==> src/hw/rtl/awna_pkg.sv <==
// Package for the area-weighted node averaging core: widths, constants, kind codes.
// No dependencies.
`default_nettype none
package awna_pkg;
  localparam int NODE_COUNT_DEF = 4096;
  localparam int IDX_W = 12;
  localparam int DATA_W = 32;
  localparam int ACC_W = 64;
  localparam logic [1:0] KIND_CLEAR  = 2'd0;
  localparam logic [1:0] KIND_ACCUM  = 2'd1;
  localparam logic [1:0] KIND_READ   = 2'd2;
  localparam logic [1:0] KIND_UNUSED = 2'd3;

  typedef struct packed {
    logic [1:0]               kind;
    logic [IDX_W-1:0]         node_a;
    logic [IDX_W-1:0]         node_b;
    logic [IDX_W-1:0]         node_c;
    logic signed [DATA_W-1:0] area;
    logic signed [DATA_W-1:0] value;
    logic                     active;
  } in_word_t;

  typedef struct packed {
    logic signed [DATA_W-1:0] node_average;
    logic                     no_weight;
    logic                     overflowed;
  } out_word_t;

  // controller -> datapath
  typedef struct packed {
    logic             load;      // capture input word
    logic             mul;       // capture product
    logic             rd;        // issue memory read at addr
    logic             wr;        // write back updated node
    logic             clr;       // write zero at addr
    logic [IDX_W-1:0] addr;
    logic             div_start;
    logic             div_step;
    logic             res_load;
  } cmd_t;

  // datapath -> controller
  typedef struct packed {
    logic div_zero;
  } stat_t;
endpackage
`default_nettype wire

==> src/hw/rtl/awna_ctrl.sv <==
// Controller: sequences clear sweep, three corner updates, and node reads.
// Depends on awna_pkg.
`default_nettype none
module awna_ctrl import awna_pkg::*; #(
  parameter int NODE_COUNT = NODE_COUNT_DEF
) (
  input  wire logic     clk,
  input  wire logic     rst_n,
  input  wire logic     in_valid,
  output logic          in_ready,
  input  wire in_word_t in_word,
  output logic          out_valid,
  input  wire logic     out_ready,
  input  wire stat_t    stat,
  output cmd_t          cmd
);
  localparam logic [2:0] S_IDLE = 3'd0, S_CLR = 3'd1, S_MUL = 3'd2,
                         S_RD = 3'd3, S_WR = 3'd4, S_DIV = 3'd5, S_RES = 3'd6;
  localparam int CNT_W = $clog2(NODE_COUNT + 1);
  localparam int DC_W = $clog2(ACC_W + 1);

  logic [2:0]       state_r, state_nxt;
  logic [CNT_W-1:0] cnt_r, cnt_nxt;
  logic [1:0]       k_r, k_nxt;
  logic [DC_W-1:0]  dc_r, dc_nxt;
  logic             ov_r, ov_nxt;
  logic [IDX_W-1:0] na_r, nb_r, nc_r;
  logic [IDX_W-1:0] cur;
  logic             go;

  // a waiting result sits in the result register; S_RES holds off the next one
  assign in_ready = (state_r == S_IDLE);
  assign go = in_valid && in_ready;
  assign out_valid = ov_r;

  always_ff @(posedge clk) begin
    if (go) begin
      na_r <= in_word.node_a;
      nb_r <= in_word.node_b;
      nc_r <= in_word.node_c;
    end
  end

  always_comb begin
    unique case (k_r)
      2'd0: cur = na_r;
      2'd1: cur = nb_r;
      default: cur = nc_r;
    endcase
  end

  always_comb begin
    state_nxt = state_r;
    cnt_nxt = cnt_r;
    k_nxt = k_r;
    dc_nxt = dc_r;
    ov_nxt = ov_r && !out_ready;
    cmd = '0;
    cmd.addr = cur;
    unique case (state_r)
      S_IDLE: begin
        cmd.load = go;
        if (go) begin
          priority case (in_word.kind)
            KIND_CLEAR: begin
              state_nxt = S_CLR;
              cnt_nxt = '0;
            end
            KIND_ACCUM: if (in_word.active) begin
              state_nxt = S_MUL;
              k_nxt = '0;
            end
            KIND_READ: begin
              cmd.rd = 1'b1;
              cmd.addr = in_word.node_a;
              if (32'(in_word.node_a) >= NODE_COUNT) begin
                // out of range reads as empty node
                state_nxt = S_RES;
              end else state_nxt = S_DIV;
              dc_nxt = '0;
            end
            default: ;
          endcase
        end
      end
      S_CLR: begin
        cmd.clr = 1'b1;
        cmd.addr = cnt_r[IDX_W-1:0];
        cnt_nxt = cnt_r + 1'b1;
        if (32'(cnt_r) == NODE_COUNT - 1) state_nxt = S_IDLE;
      end
      S_MUL: begin
        cmd.mul = 1'b1;
        state_nxt = S_RD;
      end
      S_RD: begin
        if (32'(cur) < NODE_COUNT) begin
          cmd.rd = 1'b1;
          state_nxt = S_WR;
        end else if (k_r == 2'd2) state_nxt = S_IDLE;
        else k_nxt = k_r + 1'b1;
      end
      S_WR: begin
        cmd.wr = 1'b1;
        if (k_r == 2'd2) state_nxt = S_IDLE;
        else begin
          k_nxt = k_r + 1'b1;
          state_nxt = S_RD;
        end
      end
      S_DIV: begin
        if (dc_r == '0) cmd.div_start = 1'b1;
        else cmd.div_step = 1'b1;
        dc_nxt = dc_r + 1'b1;
        if (stat.div_zero || 32'(dc_r) == ACC_W) state_nxt = S_RES;
      end
      S_RES: begin
        if (!ov_nxt) begin
          cmd.res_load = 1'b1;
          ov_nxt = 1'b1;
          state_nxt = S_IDLE;
        end
      end
      default: state_nxt = S_IDLE;
    endcase
  end

  // reset starts a clear sweep so every node reads as zero
  always_ff @(posedge clk) begin
    if (!rst_n) begin
      state_r <= S_CLR;
      cnt_r <= '0;
      k_r <= '0;
      dc_r <= '0;
      ov_r <= 1'b0;
    end else begin
      state_r <= state_nxt;
      cnt_r <= cnt_nxt;
      k_r <= k_nxt;
      dc_r <= dc_nxt;
      ov_r <= ov_nxt;
    end
  end
endmodule
`default_nettype wire

==> config.mk <==
export PLATFORM = sky130hd
export DESIGN_NAME = awna_ctrl
export DESIGN_NICKNAME = d
export VERILOG_FILES = /design/src/hw/rtl/awna_pkg.sv /design/src/hw/rtl/awna_ctrl.sv
export SDC_FILE = /design/constraint.sdc
export NUM_CORES = 1
export LEC_CHECK = 0
export BUFFER_PORTS_ARGS = -buffer_cell sky130_fd_sc_hd__buf_4
export CAP_MARGIN = 20
export CORE_AREA = 2 2 80 82
export CTS_BUF_LIST = sky130_fd_sc_hd__clkbuf_2 sky130_fd_sc_hd__clkbuf_4 sky130_fd_sc_hd__clkbuf_8
export CTS_CLUSTER_SIZE = 8
export DETAILED_ROUTE_END_ITERATION = 10
export DIE_AREA = 0 0 82 84
export PLACE_DENSITY = 0.92
export SYNTH_ARGS = -nofsm -noshare
export SYNTH_HDL_FRONTEND = slang
export SYNTH_SLANG_ARGS = --single-unit
==> constraint.sdc <==
create_clock -name clk -period 6.33 [get_ports clk]
set_input_delay 0.633 -clock clk [delete_from_list [all_inputs] [get_ports clk]]
set_output_delay 0.633 -clock clk [all_outputs]
set_load 0.03 [all_outputs]
# --- Yosys cells after proc, flatten, opt, wreduce, memory -nomap -nowiden ---
# Index checks and enable logic that the tools add are counted.
totals:
  reg_bits: 62
  latch_bits: 0
  ramBits: 0
  mem_bits_ro: 0
  inputBits: 108
  n_memories: 0
classes:
  addsub: 3
  n_mul: 0
  n_div: 0
  magnitude_cmp: 0
  eq_ne: 23
  shifts: 0
  muxes: 36
  bitwise_logic: 0
  reduce_logical: 15
op_table:
  columns: ["op", "n"]
  rows:
  - ["case mux 12 bit (2 select lines)", 2]
  - ["two-way mux 13 bit", 2]
  - ["case mux 13 bit (2 select lines)", 1]
  - ["two-way mux 12 bit", 2]
  - ["case mux 3 bit (7 select lines)", 1]
  - ["two-way mux 3 bit", 5]
  - ["two-way mux 7 bit", 2]
  - ["case mux 7 bit (2 select lines)", 1]
  - ["adder 13 x 1 -> 13 bit, second input constant", 1]
  - ["== test 13 x 12 -> 1 bit, second input constant", 1]
  - ["two-way mux 2 bit", 6]
  - ["two-way mux 1 bit", 11]
  - ["inequality test 2 x 1 -> 1 bit, second input constant", 5]
  - ["== test 3 bit, second input constant", 3]
  - ["case mux 3 bit (3 select lines)", 1]
  - ["inequality test 2 bit, second input constant", 4]
  - ["adder 7 x 1 -> 7 bit, second input constant", 1]
  - ["== test 7 bit, second input constant", 1]
  - ["logical NOT 7 bit", 1]
  - ["== test 3 x 2 -> 1 bit, second input constant", 2]
  - ["AND reduction 3 bit", 2]
  - ["AND reduction 6 bit", 1]
  - ["nonzero test 2 bit", 3]
  - ["AND reduction 5 bit", 1]
  - ["13 further kinds", 17]

# --- Longest topological paths before layout ---
depth:
  word_depth: 5
  mapped_depth: 7
  mapped_depth_nobuf: 7

# --- Worst setup path after synthesis ---
# Ideal clock, no wire load.
synth_path:
  path_type: "register -> register"
  startpoint: "register state_r[0]"
  endpoint: "register na_r[0] (enable)"
  setup_time_ns: 0.429
  t_arrival_ns: 2.386
  t_required_ns: 5.901
  path_slack_ns: 3.515
  path_stages_with_launch: 4
  n_path_buf: 1
  synth_period_minus_slack_ns: 2.815
  path_cell_list: "dfxtp_1 or3_1 buf_2 nor2_1"
synth_via:
  elab_chain_cells: 2
synth_rtl:
  columns: ["item", "line", "text"]
  rows:
  - ["start, declared", "awna_ctrl.sv:22", "logic [2:0] state_r, state_nxt;"]
  - ["start signal, assigned", "awna_ctrl.sv:137", "state_r <= state_nxt;"]
  - ["logical NOT 3 bit", "awna_ctrl.sv:32", "assign in_ready = (state_r == S_IDLE);"]
  - ["logical AND 1 bit", "awna_ctrl.sv:33", "assign go = in_valid && in_ready;"]
  - ["end signal, assigned", "awna_ctrl.sv:38", "na_r <= in_word.node_a;"]
  - ["end, declared", "awna_ctrl.sv:27", "logic [IDX_W-1:0] na_r, nb_r, nc_r;"]
# No other way between the ends.
# A chain may end at the register's enable or synchronous reset.

==> results.sh <==
export IMPL_outcome="finished clean"
export IMPL_crit_chain="or3_1 -> nor3_4 -> or2_2 -> o21ai_0 -> buf_4"
export IMPL_p_total_mw=1.319
export IMPL_timing_setup_tns_ps=0
export IMPL_cts_htree_levels=3
export IMPL_die_area_mm2=0.006888
export IMPL_start_util_pct=47.87
export IMPL_first_global_vias=2305
export IMPL_num_io_pins=130
export IMPL_mostFrequentLayoutCells="66 x buf_4, 36 x edfxtp_1, 26 x dfxtp_1"
export IMPL_synth_area_mm2=0.002918
export IMPL_grt_first_pass_wirelength_mm=10.25
export IMPL_place_area_mm2=0.003460
export IMPL_drtPass1Iterations=4
export IMPL_p_per_area_mw_per_mm2=358.6
export IMPL_p_leak_nw=1.379
export IMPL_fin_cells=418
export IMPL_routed_via_density=5.636
export IMPL_yosysUniqueCellTypes=51
export IMPL_postCtsSetupRepairBufs=0
export IMPL_synthArstFlopShare_pct=0
export IMPL_cts_tree="built"
export IMPL_numClockSinks=62
export IMPL_slowest_stage="nor3_4"
export IMPL_grt_max_degree=37
export IMPL_synthesis_nets=385
export IMPL_rows=29
export IMPL_hold_path_class="input port to register"
export IMPL_tightest_slew_ps=967.6
export IMPL_area_growth_pct=26.07
export IMPL_dieHeight_um=84
export IMPL_fin_crit_sh_pct=54.97
export IMPL_ant_nets=0
export IMPL_cts_resized=0
export IMPL_clkTransAtPathRegs_ps=70
export IMPL_ys_seq_area_share_pct=54.89
export IMPL_cp_slowest_stage_delay_ps=620
export IMPL_synth_compound_area_share_pct=19.73
export IMPL_layout_drive_gt1_share_pct=28.15
export IMPL_skew_ps=13.09
export IMPL_cts_buffer_depth=2
export IMPL_synth_simple_gate_area_share_pct=15.57
export IMPL_drv_slew=0
export IMPL_drtIter0Drc=254
export IMPL_cp_max_fo=20
export IMPL_yosys_mux_area_fraction_pct=0
export IMPL_antenna_found_initial=0
export IMPL_synth_main_ff_cell="edfxtp_1"
export IMPL_synth_edff_count=36
export IMPL_finalHoldViolations=0
export IMPL_drc_errors=0
export IMPL_avgSynthCellArea_um2=10.77
export IMPL_dp_cells=401
export IMPL_wl_per_cell_um=15.57
export IMPL_synth_top_family_by_area="compound AO/OA/AOI/OAI gates"
export IMPL_hold_buffers=0
export IMPL_ys_warn_count=0
export IMPL_synth_xor_area_share_pct=3.602
export IMPL_die_w_um=82
export IMPL_fin_crit_ps=3480
export IMPL_setup_violations=0
export IMPL_gp_congestion=0.7667
export IMPL_startpoint_type="register"
export IMPL_root_buffer="clkbuf_8"
export IMPL_overflow=0
export IMPL_final_setup_worst_slack_ps=2850
export IMPL_io_buffers=65
export IMPL_core_area_mm2=0.006096
export IMPL_cp_data_required_time_ps=5700
export IMPL_fmax_ghz=0.2874
export IMPL_nNetsFinal=450
export IMPL_synthCells=271
export IMPL_timing_hold_ws_ps=470.6
export IMPL_layout_commonest_cell="buf_4"
export IMPL_design_area_mm2=0.003679
export IMPL_maxCapViolations=0
export IMPL_slew_headroom_pct=35.34
export IMPL_cp_end_kind="primary output"
export IMPL_rsz0062_at_grt="no"
export IMPL_grt_total_usage_pct=19.12
export IMPL_post_synth_fa_ha_maj_area_fraction_pct=2.573
export IMPL_dp_slack_ps=3242
export IMPL_diodes=0
export IMPL_detail_route_wirelength_mm=6.510
export IMPL_vias=2356
export IMPL_clk_latency_ps=330
export IMPL_peakVddDrop_mv=0.1661
export IMPL_critical_path_arrival_ps=2850
export IMPL_dpl_hpwl_mm=4.519
export IMPL_ys_ff_latch=62
export IMPL_fillers=494
export IMPL_utilization_pct=60.34
export IMPL_crit_type="register to primary output"
export IMPL_numCtsBuffers=9
## cell type report
| class | instances | area [µm²] | share of cell area [%] |
|---|---|---|---|
| clock buffers | 11 | 138.9 | 3.776 |
| clock inverters | 5 | 75.07 | 2.041 |
| inverters | 13 | 48.80 | 1.327 |
| multi-input cells | 183 | 1217 | 33.10 |
| flip-flops and latches | 62 | 1602 | 43.54 |
| well taps | 77 | 96.34 | 2.619 |
| repair buffers | 67 | 500.5 | 13.61 |
## kinds of logic (layout without fill, tap and decap cells)
logic type / count (synthesis) / in the layout
adders and majority gates: 6 / 6
buffers and inverters: 26 / 96
xor gates and xnor gates: 12 / 12
and+or+nand+nor: 79 / 79
DFF: 62 / 62
AOI/OAI and AO/OA: 86 / 86
## power breakdown
part | switching, mW | internal (mW)
combinational | 0.266 | 0.159
clock | 0.145 | 0.228
sequential | 0.0440 | 0.477
total | 0.454 | 0.865
## worst max-delay path, delay by kind of cell (launching register included)
kind	cells	cell delay, ps
AND/OR/NAND/NOR	3	1600
flip-flops	1	550
buffers and inverters	1	190
AO/OA/AOI/OAI	1	160
## flip-flops by register name, indices dropped and copies added (netlist names)
name,cells
cnt_r,13
dc_r,7
k_r,2
na_r,12
nb_r,12
nc_r,12
out_valid,1
state_r,3
## synthesized netlist by cell type (all sizes together) (2+ instances only)
library cell / count / area (µm²)
o22ai: 2 / 12.51
nand4: 7 / 43.79
a21boi: 3 / 22.52
nand3: 5 / 25.02
buf: 6 / 30.03
a22oi: 13 / 97.59
edfxtp: 36 / 1081
a22o: 12 / 105.1
nor2b: 3 / 18.77
nor3b: 2 / 20.02
xnor2: 10 / 87.58
nor2: 19 / 78.82
a211oi: 2 / 15.01
nor3: 11 / 76.33
nand2b: 7 / 43.79
ha: 6 / 75.07
dfxtp: 26 / 520.5
or2: 2 / 12.51
inv: 13 / 48.80
o21ai: 22 / 113.9
a21oi: 19 / 95.09
clkbuf: 7 / 27.52
or3: 6 / 42.54
nand3b: 3 / 22.52
nand2: 9 / 33.78
xor2: 2 / 17.52
## worst paths after layout
path	startpoint	endpoint	slack [ps]	depth (start not counted)
setup / recovery	state_r[1]	cmd[13]	2850	5
hold reg to reg	k_r[1]	k_r[1]	490	2
setup reg to reg	state_r[1]	dc_r[6]	3860	5
hold / removal	in_word[73]	nc_r[8]	470	1
## metal layers
metal / vias to the layer above / track usage, % / routed length, µm
li1: 1150 / - / -
met1: 1121 / 21.96 / 2623
met2: 70 / 31.78 / 3346
met3: 15 / 5.087 / 362
met4: 0 / 10.15 / 177
met5: - / 0 / 0
Power figures use the tool's default switching activity.
